--- src/hw/rtl/tcpw_pkg.sv ---
// Shared types, constants and helpers for the text cell priority writer.
`default_nettype none

package tcpw_pkg;

  localparam int MAX_COLUMNS = 128;
  localparam int MAX_ROWS    = 64;
  localparam int CELL_COUNT  = MAX_COLUMNS * MAX_ROWS;
  localparam int ADDR_W      = $clog2(CELL_COUNT);
  localparam int COL_IDX_W   = $clog2(MAX_COLUMNS);
  localparam int ROW_IDX_W   = (MAX_ROWS > 1) ? $clog2(MAX_ROWS) : 1;
  localparam int COLS_W      = $clog2(MAX_COLUMNS + 1);
  localparam int ROWS_W      = $clog2(MAX_ROWS + 1);
  localparam int CMP_W       = 9;
  localparam int CUR_W       = 17;

  localparam logic [15:0]        SPACE_CODE = 16'h0020;
  localparam logic [15:0]        WIDE_ABOVE = 16'd127;
  localparam logic signed [15:0] CLEAR_PRIO = -16'sd1;

  typedef enum logic [1:0] {
    OP_CLEAR = 2'd0,
    OP_DRAW  = 2'd1,
    OP_READ  = 2'd2
  } opcode_t;

  typedef enum logic {
    REG_COLUMNS = 1'b0,
    REG_ROWS    = 1'b1
  } cfg_reg_t;

  typedef enum logic [2:0] {
    ST_CLEAR,
    ST_IDLE,
    ST_CHECK,
    ST_TRAIL,
    ST_READ
  } state_t;

  typedef struct packed {
    logic [1:0]         opcode;
    logic               run_start;
    logic signed [15:0] column;
    logic signed [15:0] row;
    logic [15:0]        char_code;
    logic [3:0]         foreground;
    logic [3:0]         background;
    logic signed [15:0] priority_req;
  } req_t;

  typedef struct packed {
    logic [15:0]        cell_char;
    logic [3:0]         cell_foreground;
    logic [3:0]         cell_background;
    logic               cell_leading;
    logic               cell_trailing;
    logic signed [15:0] cell_priority;
  } rsp_t;

  typedef struct packed {
    logic [15:0]        char_code;
    logic               trailing;
    logic               leading;
    logic [3:0]         background;
    logic [3:0]         foreground;
    logic signed [15:0] prio;
  } cell_t;

  localparam int CELL_W = $bits(cell_t);

  typedef struct packed {
    logic [COLS_W-1:0] eff_cols;
    logic [ROWS_W-1:0] eff_rows;
  } size_t;

  typedef struct packed {
    logic              we;
    logic [ADDR_W-1:0] addr;
    cell_t             wdata;
  } mem_req_t;

  function automatic cell_t cleared_cell();
    cell_t c;
    c            = '0;
    c.char_code  = SPACE_CODE;
    c.prio       = CLEAR_PRIO;
    return c;
  endfunction

  function automatic logic [ADDR_W-1:0] cell_addr(input logic [ROW_IDX_W-1:0] r,
                                                   input logic [COL_IDX_W-1:0] c);
    return ADDR_W'(r) * ADDR_W'(MAX_COLUMNS) + ADDR_W'(c);
  endfunction

endpackage

`default_nettype wire

--- src/hw/rtl/tcpw_ctrl.sv ---
// Request sequencer: run cursor, priority read-modify-write, clear sweep and reads.
`default_nettype none

module tcpw_ctrl (
  input  wire logic                      clk,
  input  wire logic                      rst,
  input  wire logic                      start,
  input  wire tcpw_pkg::req_t            req,
  output logic                           busy,
  input  wire tcpw_pkg::size_t           size,
  output tcpw_pkg::mem_req_t             mem_req,
  input  wire logic [tcpw_pkg::CELL_W-1:0] mem_rdata,
  output logic                           result_valid,
  output tcpw_pkg::rsp_t                 result
);

  tcpw_pkg::state_t                       state, state_next;
  logic [tcpw_pkg::ADDR_W-1:0]            clr_addr;
  logic signed [tcpw_pkg::CUR_W-1:0]      cursor;
  logic [tcpw_pkg::ROW_IDX_W-1:0]         run_row;
  logic                                   run_live;
  logic [tcpw_pkg::ADDR_W-1:0]            wr_addr;
  tcpw_pkg::cell_t                        wr_cell;
  logic                                   wr_wide;
  logic                                   rd_oor;

  logic                                   accept;
  logic signed [tcpw_pkg::CUR_W-1:0]      cur;
  logic signed [tcpw_pkg::CUR_W-1:0]      cur_step;
  logic                                   start_live;
  logic                                   live;
  logic [tcpw_pkg::ROW_IDX_W-1:0]         row_idx;
  logic                                   is_wide;
  logic                                   at_edge;
  logic                                   row_ok;
  logic                                   fits;
  logic                                   put;
  logic                                   read_ok;
  logic [tcpw_pkg::ADDR_W-1:0]            draw_addr;
  logic [tcpw_pkg::ADDR_W-1:0]            read_addr;
  tcpw_pkg::cell_t                        stored;
  logic                                   clr_last;

  assign stored   = tcpw_pkg::cell_t'(mem_rdata);
  assign accept   = start && (state == tcpw_pkg::ST_IDLE);
  assign busy     = (state != tcpw_pkg::ST_IDLE);
  assign clr_last = (clr_addr == tcpw_pkg::ADDR_W'(tcpw_pkg::CELL_COUNT - 1));

  // Request decode: pick the cursor and row of the run this request belongs to, and the read address.
  always_comb begin
    cur        = req.run_start ? {req.column[15], req.column} : cursor;
    start_live = !req.row[15] && ($unsigned(req.row) < 16'(size.eff_rows));
    live       = req.run_start ? start_live : run_live;
    row_idx    = req.run_start ? req.row[tcpw_pkg::ROW_IDX_W-1:0] : run_row;
    is_wide    = req.char_code > tcpw_pkg::WIDE_ABOVE;
    cur_step   = cur + (is_wide ? 17'sd2 : 17'sd1);
    at_edge    = !cur[tcpw_pkg::CUR_W-1] && (cur[15:0] >= 16'(size.eff_cols));
    row_ok     = 16'(row_idx) < 16'(size.eff_rows);
    fits       = !is_wide || ((17'(cur[15:0]) + 17'd1) < 17'(size.eff_cols));
    put        = live && !at_edge && !cur[tcpw_pkg::CUR_W-1] && row_ok && fits;
    draw_addr  = tcpw_pkg::cell_addr(row_idx, cur[tcpw_pkg::COL_IDX_W-1:0]);
    read_ok    = !req.column[15] && ($unsigned(req.column) < 16'(size.eff_cols)) &&
                 !req.row[15] && ($unsigned(req.row) < 16'(size.eff_rows));
    read_addr  = tcpw_pkg::cell_addr(req.row[tcpw_pkg::ROW_IDX_W-1:0],
                                     req.column[tcpw_pkg::COL_IDX_W-1:0]);
  end

  always_ff @(posedge clk) begin
    if (rst) begin
      state <= tcpw_pkg::ST_CLEAR;
    end else begin
      state <= state_next;
    end
  end

  always_comb begin
    state_next     = state;
    mem_req.we     = 1'b0;
    mem_req.addr   = wr_addr;
    mem_req.wdata  = wr_cell;
    case (state)
      tcpw_pkg::ST_CLEAR: begin
        mem_req.we    = 1'b1;
        mem_req.addr  = clr_addr;
        mem_req.wdata = tcpw_pkg::cleared_cell();
        if (clr_last) begin
          state_next = tcpw_pkg::ST_IDLE;
        end
      end
      tcpw_pkg::ST_IDLE: begin
        mem_req.addr = (req.opcode == tcpw_pkg::OP_READ) ? read_addr : draw_addr;
        if (start) begin
          case (req.opcode)
            tcpw_pkg::OP_CLEAR: state_next = tcpw_pkg::ST_CLEAR;
            tcpw_pkg::OP_DRAW:  state_next = put ? tcpw_pkg::ST_CHECK : tcpw_pkg::ST_IDLE;
            tcpw_pkg::OP_READ:  state_next = tcpw_pkg::ST_READ;
            default:            state_next = tcpw_pkg::ST_IDLE;
          endcase
        end
      end
      tcpw_pkg::ST_CHECK: begin
        // Stored priority above the request keeps the cell.
        mem_req.we            = !($signed(stored.prio) > $signed(wr_cell.prio));
        mem_req.wdata.leading = wr_wide;
        if (mem_req.we && wr_wide) begin
          state_next = tcpw_pkg::ST_TRAIL;
        end else begin
          state_next = tcpw_pkg::ST_IDLE;
        end
      end
      tcpw_pkg::ST_TRAIL: begin
        mem_req.we             = 1'b1;
        mem_req.addr           = wr_addr + tcpw_pkg::ADDR_W'(1);
        mem_req.wdata.trailing = 1'b1;
        state_next             = tcpw_pkg::ST_IDLE;
      end
      tcpw_pkg::ST_READ: begin
        state_next = tcpw_pkg::ST_IDLE;
      end
      default: begin
        state_next = tcpw_pkg::ST_IDLE;
      end
    endcase
  end

  // Run and sweep control.
  always_ff @(posedge clk) begin
    if (rst) begin
      clr_addr     <= '0;
      cursor       <= '0;
      run_row      <= '0;
      run_live     <= 1'b0;
      result_valid <= 1'b0;
    end else begin
      result_valid <= (state == tcpw_pkg::ST_READ);
      if (state == tcpw_pkg::ST_CLEAR) begin
        clr_addr <= clr_last ? '0 : clr_addr + tcpw_pkg::ADDR_W'(1);
      end
      if (accept && (req.opcode == tcpw_pkg::OP_CLEAR)) begin
        run_live <= 1'b0;
      end
      if (accept && (req.opcode == tcpw_pkg::OP_DRAW)) begin
        if (req.run_start) begin
          run_row <= req.row[tcpw_pkg::ROW_IDX_W-1:0];
        end
        // Advance past drawn and skipped cells; drop the run at the right edge.
        cursor   <= (live && !at_edge) ? cur_step : cur;
        run_live <= live && !at_edge;
      end
    end
  end

  // Request payload and read result.
  always_ff @(posedge clk) begin
    if (accept) begin
      wr_addr            <= draw_addr;
      wr_cell.char_code  <= req.char_code;
      wr_cell.trailing   <= 1'b0;
      wr_cell.leading    <= 1'b0;
      wr_cell.background <= req.background;
      wr_cell.foreground <= req.foreground;
      wr_cell.prio       <= req.priority_req;
      wr_wide            <= is_wide;
      rd_oor             <= !read_ok;
    end
    if (state == tcpw_pkg::ST_READ) begin
      if (rd_oor) begin
        result.cell_char       <= tcpw_pkg::SPACE_CODE;
        result.cell_foreground <= '0;
        result.cell_background <= '0;
        result.cell_leading    <= 1'b0;
        result.cell_trailing   <= 1'b0;
        result.cell_priority   <= tcpw_pkg::CLEAR_PRIO;
      end else begin
        result.cell_char       <= stored.char_code;
        result.cell_foreground <= stored.foreground;
        result.cell_background <= stored.background;
        result.cell_leading    <= stored.leading;
        result.cell_trailing   <= stored.trailing;
        result.cell_priority   <= stored.prio;
      end
    end
  end

`ifndef SYNTHESIS
  a_trail_after_lead: assert property (@(posedge clk) disable iff (rst)
    (state == tcpw_pkg::ST_TRAIL) |-> $past(mem_req.we && mem_req.wdata.leading))
    else $error("trailing write without a leading write");

  a_result_after_read: assert property (@(posedge clk) disable iff (rst)
    result_valid |-> $past(state == tcpw_pkg::ST_READ))
    else $error("result strobe without a read");

  a_write_states: assert property (@(posedge clk) disable iff (rst)
    mem_req.we |-> (state == tcpw_pkg::ST_CLEAR || state == tcpw_pkg::ST_CHECK ||
                    state == tcpw_pkg::ST_TRAIL))
    else $error("store written outside a write state");

  a_sweep_ends: assert property (@(posedge clk) disable iff (rst)
    (state == tcpw_pkg::ST_CLEAR && clr_last) |=> (state == tcpw_pkg::ST_IDLE && clr_addr == '0))
    else $error("clear sweep did not finish cleanly");

  a_clear_ends_run: assert property (@(posedge clk) disable iff (rst)
    (accept && req.opcode == tcpw_pkg::OP_CLEAR) |=> !run_live)
    else $error("run still live after clear");
`endif

endmodule

`default_nettype wire

--- config.mk ---
export PLATFORM = sky130hd
export DESIGN_NAME = tcpw_ctrl
export DESIGN_NICKNAME = d
export VERILOG_FILES = /design/src/hw/rtl/tcpw_pkg.sv /design/src/hw/rtl/tcpw_ctrl.sv
export SDC_FILE = /design/constraint.sdc
export NUM_CORES = 1
export LEC_CHECK = 0
export ABC_AREA = 1
export BUFFER_PORTS_ARGS = -buffer_cell sky130_fd_sc_hd__buf_2
export CAP_MARGIN = 20
export CELL_PAD_IN_SITES_DETAIL_PLACEMENT = 1
export CELL_PAD_IN_SITES_GLOBAL_PLACEMENT = 1
export CORE_MARGIN = 2
export CORE_UTILIZATION = 35
export DETAILED_ROUTE_END_ITERATION = 12
export PLACE_DENSITY_LB_ADDON = 0.1
export SLEW_MARGIN = 20
export SYNTH_ARGS = -nofsm -noshare
export SYNTH_HDL_FRONTEND = slang
export SYNTH_SLANG_ARGS = --single-unit
--- constraint.sdc ---
create_clock -name clk -period 10.5 [get_ports clk]
set_input_delay 0 -clock clk [delete_from_list [all_inputs] [get_ports clk]]
set_output_delay 0 -clock clk [all_outputs]
set_load 0.02 [all_outputs]
**Yosys cells after proc, flatten, opt, wreduce, memory -nomap -nowiden**

Index checks and enable logic that the tools add are counted.

- Word-level logic and storage cells: 89
- Bits of input ports: 135
- Flip-flop bits (word level): 138
- Output and inout port bits: 100

- Muxes and demuxes: 21
- $add $sub $neg: 6
- Equal/unequal tests: 10
- Magnitude comparators: 7
- Reductions and logical operators: 26

Operators by type and width:

| kind | number |
|---|---|
| 13-bit one-hot mux with 3 select lines | 1 |
| 17-bit two-way mux | 2 |
| 13-bit by 1-bit adder with 13-bit output (second input constant) | 2 |
| 13-bit by 7-bit adder with 13-bit output | 2 |
| 13-bit two-way mux | 2 |
| 24-bit two-way mux | 1 |
| 3-bit one-hot mux with 3 select lines | 2 |
| 16-bit by 1-bit adder with 17-bit output (second input constant) | 1 |
| 17-bit by 3-bit adder with 17-bit output | 1 |
| 17-bit by 8-bit < comparator with 1-bit output | 1 |
| 16-bit by 8-bit >= comparator with 1-bit output | 1 |
| 16-bit > comparator | 1 |
| 16-bit by 7-bit > comparator with 1-bit output (second input constant) | 1 |
| 16-bit by 7-bit < comparator with 1-bit output | 1 |
| 16-bit by 8-bit < comparator with 1-bit output | 1 |
| 16-bit two-way mux | 1 |
| 13-bit equality test (second input constant) | 1 |
| 1-bit logical AND | 13 |
| 1-bit logical NOT | 7 |
| 6-bit by 7-bit < comparator with 1-bit output | 1 |
| 3-bit by 2-bit equality test with 1-bit output (second input constant) | 2 |
| 2-bit two-way mux | 3 |
| 3-bit two-way mux | 2 |
| 6-bit two-way mux | 1 |
| 14 further kinds | 19 |

**Depth between registers and ports, before layout**

Gate-level depths: netlist of run 1.

- Depth in word-level cells: 12
- Gate-level depth with buffers: 22
- Mapped depth without buffers: 21

**Worst setup path before layout of run 1**

Ideal clock, no wire load.

- Kind: reg2reg
- From: register state[2]
- To: register cursor[5] in the netlist's numbering
- Slack: 7.105 ns
- Period minus slack after synthesis: 3.395 ns
- Stages on the path, launching flop included: 12
- Path buffers: 1
- Data arrival time: 3.279 ns
- Setup time: 0.115 ns
- Cell sequence: dfxtp_1 > inv_1 > nand2_1 > nor2_1 > inv_1 > nor2_2 > inv_1 > nor2_4 > inv_1 > clkbuf_1 > o21ai_0 > inv_1

- Word-level cells in the longest chain between the ends: 3

Ends and longest elaborated chain:

| element | RTL line | source |
|---|---|---|
| start, declared | tcpw_ctrl.sv:17 | `tcpw_pkg::state_t state, state_next;` |
| start signal, assigned | tcpw_ctrl.sv:70 | `state <= tcpw_pkg::ST_CLEAR;` |
| start signal, assigned | tcpw_ctrl.sv:72 | `state <= state_next;` |
| 3-bit by 1-bit equality test with 1-bit output | tcpw_ctrl.sv:45 | `assign accept = start && (state == tcpw_pkg::ST_IDLE);` |
| 1-bit logical AND | tcpw_ctrl.sv:45 |  |
| net accept | tcpw_ctrl.sv:27 | `logic accept;` |
| 1-bit logical AND | tcpw_ctrl.sv:142 | `if (accept && (req.opcode == tcpw_pkg::OP_DRAW)) begin` |
| end signal, assigned | tcpw_ctrl.sv:147 | `cursor <= (live && !at_edge) ? cur_step : cur;` |
| end, declared | tcpw_ctrl.sv:19 | `logic signed [tcpw_pkg::CUR_W-1:0] cursor;` |

The timed path passes the listed nets, and every way through them passes these cells.
A chain may end at the register's enable or synchronous reset.

**Final worst setup path of run 1**

- From: register state[2]
- To: register run_row[5] in the netlist's numbering

- Word-level cells in the longest chain between the ends: 3

Ends and longest elaborated chain:

| element | RTL line | source |
|---|---|---|
| 3-bit by 1-bit equality test with 1-bit output | tcpw_ctrl.sv:45 |  |
| 1-bit logical AND | tcpw_ctrl.sv:45 |  |
| net accept | tcpw_ctrl.sv:27 |  |
| 1-bit logical AND | tcpw_ctrl.sv:142 |  |
| end signal, assigned | tcpw_ctrl.sv:144 | `run_row <= req.row[tcpw_pkg::ROW_IDX_W-1:0];` |
| end, declared | tcpw_ctrl.sv:20 | `logic [tcpw_pkg::ROW_IDX_W-1:0] run_row;` |

The timed path passes the listed nets, and every way through them passes these cells.

==> results.cfg, run 1 <==
[pwr]
power.switching_uw = 324
ir_drop_v = 0.0000873
switching_share = 0.245
leakage_uw = 0.00533
clockPowerShare = 0.449
p_int_uw = 1000
power_density_mw_per_mm2 = 116
pwr-share-comb = 0.113
p_seq_frac = 0.439

[worst_setup_path]
rr_startpoint = state[2]
r2r_slack_ns = 7.59
cp_top_family = buffers and inverters
worstReg2RegEnd = run_row[5]
cp-end-kind = flip-flop
cp_slowest_cell = inv_1
crit_chain = inv_1 -> nand2_1 -> nor2_1 -> inv_1 -> nor2_4 -> inv_1 -> nor2_4 -> inv_1 -> o21ai_0 -> a21oi_1
crit_arrival_ns = 3.17
path_max_fanout = 31
start_kind = flip-flop
worstPathRequired_ns = 10.77
crit_buf_inv = 4
reg2reg_depth = 10
slowest_delay_ns = 0.55
crit_path_frequent_cell = inv_1
crit_start = state[2]
critical_path_class = reg2reg

[clock_tree]
cts.path.max_buffers = 2
cts_root_buf = clkbuf_16
cts_tree = built
post_cts_resized = 0
clk_pin_slew_worst_paths_ns = 0.06
htree_num_levels = 4
clock_sinks = 138
postCtsSetupRepairBufs = 0
cts_buffers = 17
clk_latency_ns = 0.41

[timing]
max-slew-margin-rel = 0.327
holdWs_ns = 0.0618
drv_slew = 0
layout_min_cycle_time_ns = 2.91
worst_pin_slew_ns = 1.00
fin_crit_sh = 0.277
clock_skew_ns = 0.00927
worst_slack_ns = 7.59
setup_viol_count_final = 0
hold_viol = 0
timing.setup.tns_ns = 0
rsz0062_at_grt = false
max_freq_ghz = 0.344

[hold_path]
min_path_type = in2reg
whs_path_depth = 3
worstHoldEndpoint = wr_addr[4]
hp-start = req[60]

[finish]
layout_commonest_cell = buf_2
drive_above_1_share = 0.240
final_cell_mix = buf_2 (234), nand2_1 (194), inv_1 (191)
nets = 1559
n_antenna_cell = 0
areaGrowthSynthToFinish_pct = 34.4
nFillCells = 2937

[placement]
gp_congestion = 0.843
dp_slack_ns = 7.37
dp_hpwl_um = 20800
io_buffers = 234

[yosys]
ys.flop_type = edfxtp_1
ys_seq_area_frac = 0.440
synthesis.nets = 1242
synth-seq-cells = 138
async_reset_ff_frac = 0
synth-edff-count = 97
ys_types = 47
synthCells = 1051
syn_avg_cell_area_sq_um = 8.08
syn_area_sq_mm = 0.00849
yosysWarnings = 0

[detailed_routing]
top_layer = met4
vias_per_cell = 4.78
met2_length_um = 14100
vias = 8121
post_drt_wl_per_cell_um = 16.5
totalWireLength_um = 28000
drtIter0Drc = 432
wl_met1_um = 12000
wl_met3_um = 1180
ant_nets = 0
dr.pass1.iters = 4
route.detailed.drc = 0

[job]
maxCapViolCount = 0

[global_route]
grt_max_degree = 57
grt_pass1_wl_um = 44800
antenna_found_initial = 0
track_usage = 0.221
grt_overflow_total = 0
grt_pass1_vias = 8478

[floorplan]
die_w_um = 160
row_count = 56
fp.dieH_um = 160
die_area_sq_mm = 0.0255
initial_core_util = 0.360
coreArea_sq_mm = 0.0236
ios = 235

[run_status]
status = finished clean
==> registers in the layout (all words and copies together) (netlist names) <==
register	cells
wr_cell	40
state	3
run_row	6
cursor	17
wr_addr	13
wr_wide	1
rd_oor	1
run_live	1
result	42
result_valid	1
clr_addr	13
==> tightest hold or removal path: stages <==
cell     delay [ns]
buf_2          0.13
nand2_2        0.08
o21ai_4        0.12
==> worst max path at each step <==
| stage | endpoint | slack [ns] | cells after the start |
|---|---|---|---|
| after floorplan | cursor[5] | 7.11 | 11 |
| after global placement | state[0] | 7.44 | 23 |
| after detailed placement | state[0] | 7.37 | 23 |
| after CTS | run_row[5] | 7.57 | 10 |
| after global routing | cursor[15] | 7.27 | 11 |
| final | run_row[5] | 7.59 | 10 |
==> power groups by stage <==
stage / Combinational (uW) / Clock, uW / Sequential [uW]
after floorplan: 69.4 / 0 / 593
after global placement: 120 / 0 / 593
after detailed placement: 123 / 0 / 593
after CTS: 150 / 609 / 581
after global routing: 170 / 628 / 581
final: 150 / 595 / 582
==> final cells by class <==
type                    instances  area, sq um  share of cell area
multi-input cells             690         3870               0.340
flip-flops and latches        138         3730               0.327
repair buffers                327         2090               0.184
inverters                     194          733              0.0642
clock buffers                  18          429              0.0376
well taps                     319          399              0.0350
clock inverters                14          149              0.0130
==> logic make-up (layout without fill, tap and decap cells) <==
logic type,after synthesis,count (layout),share of synthesized area
flops,138,138,0.440
compound gates,152,152,0.104
fa+ha+maj,56,56,0.0834
xor+xnor,23,23,0.0237
simple gates,459,459,0.244
buf+inv,223,553,0.105
==> metal layers <==
metal	GRT usage	vias up
li1	-	4042
met1	0.266	3836
met2	0.398	201
met3	0.0361	42
met4	0.0764	0
met5	0	-
==> synth_stat cells, types with 2 or more instances <==
cell type / n / share of area
edfxtp_1: 97 / 0.34
and2_1: 2 / 0.0015
clkbuf_1: 18 / 0.0080
or2_2: 20 / 0.015
o21ai_4: 2 / 0.0038
a21oi_1: 51 / 0.030
buf_1: 2 / 0.00088
inv_2: 2 / 0.00088
buf_2: 2 / 0.0012
dfxtp_1: 41 / 0.097
inv_1: 191 / 0.084
o21ai_1: 11 / 0.0065
a21boi_0: 3 / 0.0027
nand2_2: 15 / 0.011
nor3_1: 17 / 0.010
o31ai_1: 2 / 0.0018
a211oi_1: 2 / 0.0018
a31oi_1: 2 / 0.0015
nor2_4: 5 / 0.0066
xor2_1: 22 / 0.023
a21o_1: 3 / 0.0027
nand4_1: 13 / 0.0096
nand3_1: 47 / 0.028
o2111ai_1: 11 / 0.011
nor3b_1: 3 / 0.0027
nor2_2: 6 / 0.0044
nand2_4: 2 / 0.0027
buf_6: 6 / 0.0080
o211ai_1: 7 / 0.0062
ha_1: 55 / 0.081
nor2_1: 126 / 0.056
o21ai_0: 54 / 0.032
nand2_1: 194 / 0.086
nand3b_1: 3 / 0.0027
o21bai_1: 2 / 0.0018
==> what timing repair did <==
item,4_1_cts,5_1_grt
endpoints found under the hold margin,85,0
hold buffers,85,0
setup endpoints to repair,0,0
==> metrics by stage <==
stage          std cells   util  power (uW)  instance area, sq um
5_1_grt             1700  0.483        1380                 11400
4_1_cts             1700  0.483        1340                 11400
3_3_place_gp        1582  0.422         713                  9960
3_5_place_dp        1583  0.423         716                  9980
2_1_floorplan       1051      -         663                  8490
6_report            1700  0.483        1330                 11400
(Power assumes the default switching activity.)
==> run 2, diff against run 1 <==
--- a/config.mk
+++ b/config.mk
@@ -5,7 +5,7 @@
 export SDC_FILE = /design/constraint.sdc
 export NUM_CORES = 1
 export LEC_CHECK = 0
-export ABC_AREA = 1
+export ABC_AREA = 0
 export BUFFER_PORTS_ARGS = -buffer_cell sky130_fd_sc_hd__buf_2
 export CAP_MARGIN = 20
 export CELL_PAD_IN_SITES_DETAIL_PLACEMENT = 1
==> constraint.sdc (replaced) <==
create_clock -name clk -period 2.5 [get_ports clk]
set_input_delay 0 -clock clk [delete_from_list [all_inputs] [get_ports clk]]
set_output_delay 0 -clock clk [all_outputs]
set_load 0.02 [all_outputs]
==> run 2 against run 1 <==
Effect of this change: the run now ends with setup timing left; design area increased by 10%; sequential cell count unchanged; count of clock-buffer cells in the layout decreased by 1; hold slack got worse by 0.025 ns; first-iteration DRC count increased by 0.93%.
==> results.cfg, run 2 <==
[timing]
hold_viol = 0
worst_pin_slew_ns = 0.695
clock_skew_ns = 0.00925
max_freq_ghz = 0.382
setup_viol_count_final = 9
rsz0062_at_grt = true
fin_crit_sh = 1.05
drv_slew = 0
max-slew-margin-rel = 0.532
worst_slack_ns = -0.119
layout_min_cycle_time_ns = 2.62

[floorplan]
die_w_um = 159
initial_core_util = 0.358
row_count = 56
die_area_sq_mm = 0.0253
coreArea_sq_mm = 0.0235
ios = 235
fp.dieH_um = 159

[worst_setup_path]
cp-end-kind = flip-flop
path_max_fanout = 3
cp_slowest_cell = or4_4
start_kind = flip-flop
crit_arrival_ns = 2.93
critical_path_class = reg2reg
crit_chain = buf_6 -> mux2i_4 -> inv_2 -> ha_4 -> a211oi_4 -> nor2_2 -> a2111oi_4 -> buf_4 -> nand2_2 -> or4_4 -> and3_4 -> a211o_1
worstPathRequired_ns = 2.81
slowest_delay_ns = 0.46

[yosys]
synth-seq-cells = 138
syn_area_sq_mm = 0.00843
ys_seq_area_frac = 0.443
synthTopCellsByCount = edfxtp_1 (97), nand2_1 (75), inv_1 (58), nor2_1 (56), ha_1 (55)
yosys.cell_count.top_type = edfxtp_1
ys.flop_type = edfxtp_1
synth_top_area_cell = edfxtp_1
synth-edff-count = 97
ys_types = 75
async_reset_ff_frac = 0
synthCells = 875
synthesis.nets = 1066
synth_top_area_frac = 0.345
yosysWarnings = 0
syn_avg_cell_area_sq_um = 9.64
synth_area_leaders = edfxtp_1 (35%), dfxtp_1 (9.7%), ha_1 (8.2%)

[finish]
drive_above_1_share = 0.364
fin_area_sq_mm = 0.0126
reg.largest.list = result x42, wr_cell x40, cursor x17
largest_reg_flops = 42
largest-register = result
areaGrowthSynthToFinish_pct = 49.1
n_antenna_cell = 0
final_cell_mix = buf_2 (233), buf_4 (106), edfxtp_1 (97)
nets = 1479
layout_commonest_cell = buf_2

[clock_tree]
clk_latency_ns = 0.43
cts_buffers = 17
cts_tree = built
htree_num_levels = 4
cts.path.max_buffers = 2
cts_root_buf = clkbuf_16
clk_pin_slew_worst_paths_ns = 0.06
clock_sinks = 138

[detailed_routing]
vias_per_cell = 5.15
totalWireLength_um = 31300
dr.pass1.iters = 4
route.detailed.drc = 0
vias = 8350
post_drt_wl_per_cell_um = 19.3
ant_nets = 0
drtIter0Drc = 436

[placement]
dp_slack_ns = -0.383
io_buffers = 234
dp_hpwl_um = 22200
placed_cell_area_sq_mm = 0.0107
gp_congestion = 0.858

[hold_path]
min_path_type = in2reg

[pwr]
power_density_mw_per_mm2 = 547
ir_drop_v = 0.000389
leakage_uw = 0.00530

[global_route]
antenna_found_initial = 0
track_usage = 0.245
grt_max_degree = 43
grt_overflow_total = 0
grt_pass1_vias = 8840
grt_pass1_wl_um = 49300

[run_status]
status = finished with violations
violations = setup timing

[job]
maxCapViolCount = 0
[run 2: cell type report]
type | count | area [sq um]
clock buffers | 17 | 425
fillers | 2745 | 11000
well taps | 319 | 399
clock inverters | 15 | 156
flip-flops and latches | 138 | 3740
multi-input cells | 641 | 4700
inverters | 58 | 218
repair buffers | 432 | 2930
[run 2: critical path: cells and delay by family (launching register included)]
| family | cells | cell delay (ns) |
|---|---|---|
| AOI/OAI and AO/OA | 3 | 0.61 |
| and+or+nand+nor | 4 | 0.80 |
| muxes | 1 | 0.14 |
| DFF | 1 | 0.34 |
| adders and majority gates | 1 | 0.23 |
| buffers and inverters | 3 | 0.38 |
[run 2: metal layers]
metal	track usage	wire [um]	part of all wire
met5	0	0	0
met1	0.303	13500	0.43
met2	0.445	15900	0.51
met4	0.0579	453	0.014
met3	0.0409	1400	0.045
[run 2: kinds of logic (layout without fill, tap and decap cells)]
group,after synthesis,count (layout),synth area share
fa+ha+maj,56,56,0.0840
simple gates,372,372,0.240
compound gates,168,168,0.136
flops,138,138,0.443
xor+xnor,20,20,0.0208
buf+inv,96,522,0.0469
mux,25,25,0.0304
[run 2: path summary, 6_finish.rpt]
| path | startpoint | slack, ns | cells after the start | endpoint |
|---|---|---|---|---|
| hold / removal | start | 0.04 | 4 | state[2] |
| setup / recovery | cursor[5] | -0.12 | 12 | state[0] |
| setup reg to reg | cursor[5] | -0.12 | 12 | state[0] |
| hold reg to reg | cursor[16] | 0.46 | 2 | cursor[16] |
[run 2: power breakdown]
group	total (uW)	internal [uW]	leakage [uW]	switching [uW]
clock	2570	1410	0.000283	1150
sequential	2630	2560	0.00120	75.4
combinational	1680	705	0.00382	974
total	6880	4680	0.00530	2200
[run 2: what timing repair did]
item                       4_1_cts  5_1_grt
hold buffers                    82        0
setup endpoints to repair       23       22
resized for setup               38       40
hold endpoints to repair        82        0
buffers inserted                10        7
cloned                           0        0
pin swaps                       18       18
[run 2: per-stage QoR]
stage                     power [uW]   util  hold WS [ns]  setup TNS (ns)  cells
after floorplan                 3490      -        0.0989         -0.0607    875
after global placement          4110  0.455         0.177           -3.88   1491
after detailed placement        4140  0.455         0.178           -5.24   1491
after CTS                       6830  0.524        0.0131          -0.150   1614
after global routing            7160  0.534        0.0607           -2.13   1620
final                           6880  0.534        0.0363          -0.373   1620
